==> src/sv/hjsg_pkg.sv <==
`default_nettype none
// ----------------------------------------------------------------------------
// hjsg_pkg
// Types, constants and helper functions of the Halton joint sample generator.
// ----------------------------------------------------------------------------
package hjsg_pkg;

	localparam int NUM_JOINTS = 5;
	localparam int JOINT_IDX_W = 3;
	localparam int DIGIT_W = 4;
	localparam int CHUNK_W = 8;
	localparam int ANGLE_W = 32;
	localparam int CFG_IDX_W = 3;
	localparam int CFG_DATA_W = 64;

	// configuration register indexes
	localparam logic [CFG_IDX_W-1:0] REG_JOINT_LAST = 3'd4;
	localparam logic [CFG_IDX_W-1:0] REG_START_INDEX = 3'd5;

	localparam logic [DIGIT_W-1:0] BASES [NUM_JOINTS] = '{4'd2, 4'd3, 4'd5, 4'd7, 4'd11};

	typedef enum logic [2:0] {
		ST_IDLE,
		ST_JSETUP,
		ST_DIGIT,
		ST_FRAC,
		ST_MLAST,
		ST_JFIN,
		ST_DONE
	} hjsg_state_t;

	// eight steps of long division by a small base, msb first
	// returns {remainder, quotient bits}
	function automatic logic [DIGIT_W+CHUNK_W-1:0] div_chunk(
		input logic [DIGIT_W-1:0] rem_in,
		input logic [CHUNK_W-1:0] bits,
		input logic [DIGIT_W-1:0] base
	);
		logic [DIGIT_W:0] r;
		logic [CHUNK_W-1:0] q;
		r = {1'b0, rem_in};
		q = '0;
		for (int i = CHUNK_W - 1; i >= 0; i--) begin
			r = {r[DIGIT_W-1:0], bits[i]};
			if (r >= {1'b0, base}) begin
				r = r - {1'b0, base};
				q[i] = 1'b1;
			end
		end
		return {r[DIGIT_W-1:0], q};
	endfunction

endpackage
`default_nettype wire

==> src/sv/halton_joint_sample_generator.sv <==
`default_nettype none
// ----------------------------------------------------------------------------
// halton_joint_sample_generator
// Five-joint Halton sample generator: radical inverse of the running index in
// bases 2, 3, 5, 7, 11, scaled into per-joint signed Q4.28 bounds.
// ----------------------------------------------------------------------------
//  channel  | handshake               | payload
//  ---------+-------------------------+----------------------------------------
//  input    | in_valid / in_ready     | final_in_batch
//  result   | out_valid / out_ready   | sample_number, angle_j0..4, batch_end
//  config   | cfg_valid / cfg_ready   | cfg_index, cfg_data
//
//  an input is accepted only when idle, and no new input is taken until the
//    result is loaded; each joint runs setup, digit extraction in chunks of
//    8 bits (NCH = ceil(INDEX_BITS / 8) chunks), the fraction bits, a last
//    accumulate and the angle write; the result is loaded from the done state
//  one long-division unit (8 bits per cycle) extracts the digits, one
//    restoring divider yields one fraction bit per cycle, a shift-add
//    accumulator forms the scaled product behind it
//  reset clears counter, bounds and the state machine; config ready always high
//  a finished result waits in the output register; a new transaction is taken
//    meanwhile, and the next result waits until that register is free
// ----------------------------------------------------------------------------
module halton_joint_sample_generator #(
	parameter int INDEX_BITS = 32,
	parameter int FRACTION_BITS = 32
) (
	input  wire logic                                clk,
	input  wire logic                                arst_n,
	input  wire logic                                in_valid,
	output logic                                     in_ready,
	input  wire logic                                final_in_batch,
	output logic                                     out_valid,
	input  wire logic                                out_ready,
	output logic [31:0]                              sample_number,
	output logic signed [hjsg_pkg::ANGLE_W-1:0]      angle_j0,
	output logic signed [hjsg_pkg::ANGLE_W-1:0]      angle_j1,
	output logic signed [hjsg_pkg::ANGLE_W-1:0]      angle_j2,
	output logic signed [hjsg_pkg::ANGLE_W-1:0]      angle_j3,
	output logic signed [hjsg_pkg::ANGLE_W-1:0]      angle_j4,
	output logic                                     batch_end,
	input  wire logic                                cfg_valid,
	output logic                                     cfg_ready,
	input  wire logic [hjsg_pkg::CFG_IDX_W-1:0]      cfg_index,
	input  wire logic [hjsg_pkg::CFG_DATA_W-1:0]     cfg_data
);
	import hjsg_pkg::*;

	localparam int NCH = (INDEX_BITS + CHUNK_W - 1) / CHUNK_W;
	localparam int DW = NCH * CHUNK_W;
	localparam int PW = INDEX_BITS + DIGIT_W;
	localparam int AW = FRACTION_BITS + ANGLE_W;
	localparam int CCW = $clog2(NCH + 1);
	localparam int FCW = $clog2(FRACTION_BITS);

	hjsg_state_t state_q, state_n;

	logic [CFG_DATA_W-1:0]   bounds_q [NUM_JOINTS];
	logic [INDEX_BITS-1:0]   sample_index_q;
	logic [INDEX_BITS-1:0]   idx_q;
	logic                    batch_q;
	logic [JOINT_IDX_W-1:0]  jidx_q;

	logic [DW-1:0]           work_q;
	logic [DIGIT_W-1:0]      drem_q;
	logic [CCW-1:0]          ccnt_q;
	logic [PW-1:0]           rev_q;
	logic [PW-1:0]           pw_q;
	logic [PW-1:0]           frem_q;
	logic [FCW-1:0]          fcnt_q;
	logic                    qbit_q;
	logic [AW-1:0]           acc_q;
	logic [ANGLE_W-1:0]      mag_q;
	logic                    neg_q;
	logic [ANGLE_W-1:0]      lower_q;
	logic [ANGLE_W-1:0]      ang_w_q [NUM_JOINTS];

	logic                    out_valid_q;
	logic [31:0]             out_num_q;
	logic [ANGLE_W-1:0]      out_ang_q [NUM_JOINTS];
	logic                    out_batch_q;

	logic                    in_acc;
	logic                    done_load;
	logic [DIGIT_W-1:0]      base;
	logic [DIGIT_W+CHUNK_W-1:0] chunk_res;
	logic [DIGIT_W-1:0]      drem_n;
	logic [DW-1:0]           work_n;
	logic                    last_chunk;
	logic [PW:0]             frem_dbl;
	logic                    fbit;
	logic [AW-1:0]           acc_n;
	logic [ANGLE_W:0]        span;
	logic [ANGLE_W-1:0]      q_hi;
	logic                    q_rem;
	logic [ANGLE_W-1:0]      offs;
	logic [ANGLE_W-1:0]      jval;
	logic [63:0]             idx_ext;

	// datapath
	assign base = BASES[jidx_q];
	assign chunk_res = div_chunk(drem_q, work_q[DW-1 -: CHUNK_W], base);
	assign drem_n = chunk_res[DIGIT_W+CHUNK_W-1:CHUNK_W];
	assign work_n = DW'({work_q, chunk_res[CHUNK_W-1:0]});
	assign last_chunk = (ccnt_q == CCW'(NCH - 1));

	assign frem_dbl = {frem_q, 1'b0};
	assign fbit = (frem_dbl >= {1'b0, pw_q});
	assign acc_n = AW'({acc_q, 1'b0}) + (qbit_q ? AW'(mag_q) : AW'(0));

	assign span = {bounds_q[jidx_q][63], bounds_q[jidx_q][63:32]}
		- {bounds_q[jidx_q][31], bounds_q[jidx_q][31:0]};

	assign q_hi = acc_q[AW-1:FRACTION_BITS];
	assign q_rem = |acc_q[FRACTION_BITS-1:0];
	assign offs = neg_q ? (ANGLE_W'(0) - (q_hi + ANGLE_W'(q_rem))) : q_hi;
	assign jval = lower_q + offs;

	assign idx_ext = 64'(idx_q);

	// next state
	always_comb begin
		state_n = state_q;
		case (state_q)
			ST_IDLE: begin
				if (in_acc) state_n = ST_JSETUP;
			end
			ST_JSETUP: begin
				if (idx_q == '0) state_n = ST_FRAC;
				else state_n = ST_DIGIT;
			end
			ST_DIGIT: begin
				if (last_chunk && work_n == '0) state_n = ST_FRAC;
			end
			ST_FRAC: begin
				if (fcnt_q == FCW'(FRACTION_BITS - 1)) state_n = ST_MLAST;
			end
			ST_MLAST: state_n = ST_JFIN;
			ST_JFIN: begin
				if (jidx_q == JOINT_IDX_W'(NUM_JOINTS - 1)) state_n = ST_DONE;
				else state_n = ST_JSETUP;
			end
			ST_DONE: begin
				if (done_load) state_n = ST_IDLE;
			end
			default: state_n = ST_IDLE;
		endcase
	end

	// control outputs
	always_comb begin
		in_ready = (state_q == ST_IDLE);
		done_load = (state_q == ST_DONE) && (!out_valid_q || out_ready);
	end

	assign in_acc = in_valid && in_ready;
	assign cfg_ready = 1'b1;

	always_ff @(posedge clk or negedge arst_n) begin
		if (!arst_n) begin
			state_q <= ST_IDLE;
			sample_index_q <= '0;
			jidx_q <= '0;
			out_valid_q <= 1'b0;
			for (int i = 0; i < NUM_JOINTS; i++) bounds_q[i] <= '0;
		end else begin
			state_q <= state_n;
			if (in_acc) sample_index_q <= sample_index_q + INDEX_BITS'(1);
			if (cfg_valid && cfg_ready) begin
				if (cfg_index <= REG_JOINT_LAST)
					bounds_q[cfg_index] <= cfg_data;
				else if (cfg_index == REG_START_INDEX)
					sample_index_q <= INDEX_BITS'(cfg_data[31:0]);
			end
			if (state_q == ST_JFIN) begin
				if (jidx_q == JOINT_IDX_W'(NUM_JOINTS - 1)) jidx_q <= '0;
				else jidx_q <= jidx_q + JOINT_IDX_W'(1);
			end
			if (done_load) out_valid_q <= 1'b1;
			else if (out_ready) out_valid_q <= 1'b0;
		end
	end

	// working registers
	always_ff @(posedge clk) begin
		if (in_acc) begin
			idx_q <= sample_index_q;
			batch_q <= final_in_batch;
		end
		case (state_q)
			ST_JSETUP: begin
				work_q <= DW'(idx_q);
				drem_q <= '0;
				ccnt_q <= '0;
				rev_q <= '0;
				pw_q <= PW'(1);
				frem_q <= '0;
				fcnt_q <= '0;
				qbit_q <= 1'b0;
				acc_q <= '0;
				neg_q <= span[ANGLE_W];
				mag_q <= span[ANGLE_W] ? ANGLE_W'(-span) : span[ANGLE_W-1:0];
				lower_q <= bounds_q[jidx_q][31:0];
			end
			ST_DIGIT: begin
				work_q <= work_n;
				if (last_chunk) begin
					drem_q <= '0;
					ccnt_q <= '0;
					rev_q <= PW'(rev_q * PW'(base)) + PW'(drem_n);
					pw_q <= PW'(pw_q * PW'(base));
					frem_q <= PW'(rev_q * PW'(base)) + PW'(drem_n);
				end else begin
					drem_q <= drem_n;
					ccnt_q <= ccnt_q + CCW'(1);
				end
			end
			ST_FRAC: begin
				frem_q <= fbit ? PW'(frem_dbl - {1'b0, pw_q}) : PW'(frem_dbl);
				qbit_q <= fbit;
				acc_q <= acc_n;
				fcnt_q <= fcnt_q + FCW'(1);
			end
			ST_MLAST: acc_q <= acc_n;
			ST_JFIN: ang_w_q[jidx_q] <= jval;
			default: begin
			end
		endcase
		if (done_load) begin
			out_num_q <= idx_ext[31:0];
			out_batch_q <= batch_q;
			for (int i = 0; i < NUM_JOINTS; i++) out_ang_q[i] <= ang_w_q[i];
		end
	end

	assign out_valid = out_valid_q;
	assign sample_number = out_num_q;
	assign angle_j0 = out_ang_q[0];
	assign angle_j1 = out_ang_q[1];
	assign angle_j2 = out_ang_q[2];
	assign angle_j3 = out_ang_q[3];
	assign angle_j4 = out_ang_q[4];
	assign batch_end = out_batch_q;

	// checks
	a_accept_starts: assert property (@(posedge clk) disable iff (!arst_n)
		in_acc |=> state_q == ST_JSETUP)
		else $error("accepted transaction did not start joint setup");

	a_counter_step: assert property (@(posedge clk) disable iff (!arst_n)
		(in_acc && !(cfg_valid && cfg_index == REG_START_INDEX))
		|=> sample_index_q == $past(sample_index_q) + INDEX_BITS'(1))
		else $error("sample index did not advance");

	a_result_from_done: assert property (@(posedge clk) disable iff (!arst_n)
		$rose(out_valid_q) |-> $past(state_q == ST_DONE))
		else $error("result loaded outside done state");

	a_frac_rem: assert property (@(posedge clk) disable iff (!arst_n)
		state_q == ST_FRAC |-> frem_q < pw_q)
		else $error("fraction remainder not below base power");

	a_digit_rem: assert property (@(posedge clk) disable iff (!arst_n)
		state_q == ST_DIGIT |-> drem_q < base)
		else $error("digit remainder not below base");

endmodule
`default_nettype wire
==> config.mk <==
export PLATFORM = sky130hd
export DESIGN_NAME = halton_joint_sample_generator
export DESIGN_NICKNAME = d
export VERILOG_FILES = /design/src/sv/hjsg_pkg.sv /design/src/sv/halton_joint_sample_generator.sv
export SDC_FILE = /design/constraint.sdc
export NUM_CORES = 2
export LEC_CHECK = 0
export BUFFER_PORTS_ARGS = -buffer_cell sky130_fd_sc_hd__buf_4
export CAP_MARGIN = 0
export CORE_MARGIN = 2
export CORE_UTILIZATION = 55
export DETAILED_ROUTE_END_ITERATION = 10
export HOLD_SLACK_MARGIN = 0.08
export PLACE_DENSITY = 0.73
export SETUP_SLACK_MARGIN = 0.05
export SLEW_MARGIN = 20
export SYNTH_ARGS = -nofsm -noshare
export SYNTH_HDL_FRONTEND = slang
export SYNTH_SLANG_ARGS = --single-unit
==> constraint.sdc <==
create_clock -name clk -period 24.8 [get_ports clk]
set_clock_uncertainty 0.05 [all_clocks]
set_input_delay 7.44 -clock clk [delete_from_list [all_inputs] [get_ports clk]]
set_output_delay 7.44 -clock clk [all_outputs]
set_load 0.02 [all_outputs]
==> out/results.txt <==
The run gives 0 as the total of max-cap violations. Routability-driven placement finished with a final weighted congestion of 0.905. The min-delay analysis places its worst path in the category reg -> reg.

For this run, the total global-route usage over all layers was measured as 25.5%. For this run, the post-layout net count is 5789. The final hold violation count is 0. The clock passes through at most 3 buffers.

The run finished with clean final reports. STA classifies the critical path startpoint as a flip-flop. Buffers added to address setup during post-CTS repair amount to 0. The tree is rooted in a clkbuf_16. The transition time of the tightest slew-check pin is 1.07 ns, and the wire length per cell is 20.4 µm. The number of endpoints failing setup at the final stage came out at 0. The library cell appearing most often on the critical path was a21oi_1. Entering global routing, the biggest net connects 177 pins. After detailed routing, the number of remaining DRC violations is 0. The logs give 96.4 mm for the HPWL reported at the end of detailed placement and 59.1 mm for the wire length on met1. Summed over all layers, the routed wires come to 137 mm.

After detailed routing, the number of vias per cell comes to 5.77. The headroom to the max-slew limit was 28.5%; the count of port buffers added during placement was 267. The effective utilization at floorplan is 55.3%. The run gives 0.69 ns as the clock insertion delay at the later pin of the skew report. In this run, post-CTS hold repair placed 0 buffers. TritonCTS built the clock tree. 269 I/O pins were placed. Detailed routing placed a total of 64.8 mm of wire on met2. Fraction of registers with async set or reset after synthesis: 35.0%. The initial antenna violation count came out at 2. The share of Yosys cell area claimed by the top area cell type is 34.5%, and the core area is 105000 µm².

The run gives 20.13 ns as the worst endpoint data arrival time. The worst setup path is of the reg -> reg kind. The average instance in the mapped netlist occupies 11.7 µm². The kind of end point of the critical path was a flip-flop. The detail route stage leaves a number of antenna-violating nets equal to 0. The Yosys step of the flow raised 0 warnings. On the worst path, the slowest cell contributes a delay of 0.86 ns. In this run, distinct cell masters in the synthesized netlist total 91. Summing the sequential cell areas from Yosys gives 50.0% of the chip area. The tools report the number of global-route vias before repair as 38629.

For the iteration count of the initial detailed-routing pass, the log shows 5. Share of post-route cells with drive strength above 1: 17.7%. The clock transition at the register clock pins on the worst setup and hold paths after CTS works out to 0.06 ns. Compared with the post-synthesis result, the final layout area differs by 12.5%. The run gives 3 as the maximum level of the CTS H-tree. Counting flops with a built-in enable in the synthesized netlist gives 668. The library cell used most frequently in the layout, excluding fill and tap cells, is edfxtp_1. The slowest cell on the critical path is dfrtp_4. The most used flip-flop cell after synthesis is edfxtp_1.

Post-CTS repair changed the size of 0 cells. Synthesis produced 4985 cells. In this run the worst path has a maximum fanout of 66. The worst path in the final design needs a cycle of 19.77 ns, including I/O delays and setup. The floorplan step defined a die boundary enclosing 108000 µm². The synthesized netlist occupies a cell area of 58100 µm². In the layout the commonest cells are edfxtp_1, nand2_1, mux2_2, dfrtp_1, ha_1. Derived from the worst setup path, the maximum achievable clock frequency is 0.0506 GHz. The first routing iteration left 2773 violations. The placement row count was 119; the total vias in the final route was 38778. STA puts the critical path data required time at 25.16 ns. The overall overflow remaining after global route was 0. edfxtp_1 takes more of the synthesized area than any other cell. The routed design uses 7.97 mm of met3 wire. The number of nets in the synthesized netlist is 5539.

Ratio of final minimum period to clock period: 79.7%. Setup repair after global routing left no endpoint under its margin. Floorplan die width: 329 µm. The tree built by TritonCTS fans out to 1027 sinks.

The number of buffers inserted during clock tree synthesis was 105. Setup total negative slack on the finished layout was measured at 0 ns. From bottom edge to top edge, the die measures 329 µm.

The setup check on the worst reg-to-reg path leaves a slack of 5.03 ns. Counting flops and latches in the post-synthesis netlist gives 1027. Sorting the synthesized cells by area gives the leading types as edfxtp_1, dfrtp_1, ha_1, mux2_2, fa_1. The first-pass GRT wire length came out at 217 mm. The number of max-slew violations in the final report was 0.

The highest layer touched by signal routing is met4.
-- sequential cells by signal, indices dropped and copies added, names as in the netlist, 36 cells and up --
signal and cells:
ang_w_q 160, pw_q 36, rev_q 36, bounds_q 320
acc_q 64, frem_q 36, out_ang_q 160
-- worst max-delay path, delay by kind of cell (launching register included) --
family	cells	cell delay [ns]
DFF	1	0.86
buffers and inverters	6	1.34
xor gates and xnor gates	1	0.21
AOI/OAI and AO/OA	42	9.38
adders and majority gates	10	3.44
and+or+nand+nor	10	1.81
muxes	6	2.36
-- routing by layer --
metal | GRT usage [%] | vias up
li1 | - | 18317
met1 | 34.9 | 19140
met2 | 41.6 | 1092
met3 | 3.70 | 229
met4 | 9.58 | 0
met5 | 0 | -
-- metrics by stage --
stage | cell area, µm² | cells | setup WS [ns] | hold WS, ns | utilization (%)
4_1_cts | 65300 | 6712 | 5.24 | 0.366 | 62.1
6_report | 65400 | 6715 | 5.03 | 0.366 | 62.2
3_3_place_gp | 61700 | 6517 | 5.60 | 0.350 | 58.7
3_5_place_dp | 61700 | 6517 | 5.34 | 0.355 | 58.7
5_1_grt | 65400 | 6714 | 3.76 | 0.371 | 62.2
2_1_floorplan | 58100 | 4985 | 7.93 | 0.350 | -
-- worst paths after layout --
kind / end / startpoint / cells after the start
max in group asynchronous: bounds_q[31] / arst_n / 3
min reg2reg: out_ang_q[0][145] / ang_w_q[4][17] / 0
min: out_ang_q[0][145] / ang_w_q[4][17] / 0
min in group asynchronous: bounds_q[237] / arst_n / 1
max reg2reg: frem_q[35] / jidx_q[2] / 75
max: frem_q[35] / jidx_q[2] / 75
-- Yosys cell counts, types with 73 or more instances --
cell type	number
a21o_1	114
a21oi_1	309
and2_1	96
clkbuf_1	145
dfrtp_1	359
edfxtp_1	668
fa_1	144
ha_1	337
inv_1	325
mux2_2	357
mux2i_1	84
nand2_1	490
nand3_1	73
nor2_1	323
o21ai_0	146
xnor2_1	190
xor2_1	104
-- kinds of logic after synthesis --
kind of cell             synth area share, %
AND/OR/NAND/NOR                         10.5
flip-flops                              50.0
other                                0.00645
adder cells (fa/ha/maj)                 12.2
AO/OA/AOI/OAI                           10.0
buffers and inverters                   3.21
XOR/XNOR                                4.43
multiplexers                            9.63
-- cell type report --
type / count / area, µm²
timing repair buffer: 310 / 2390
antenna: 1 / 2.50
inverter: 325 / 1220
clock inverter: 60 / 646
sequential: 1027 / 29100
clock buffer: 135 / 2970
tap: 1391 / 1740
fill: 8266 / 39700
multi-input combinational: 3466 / 27300
Power is left out: the tool's default activity adds up to more than one toggle a clock period on the data nets, which glitch-free logic cannot reach.
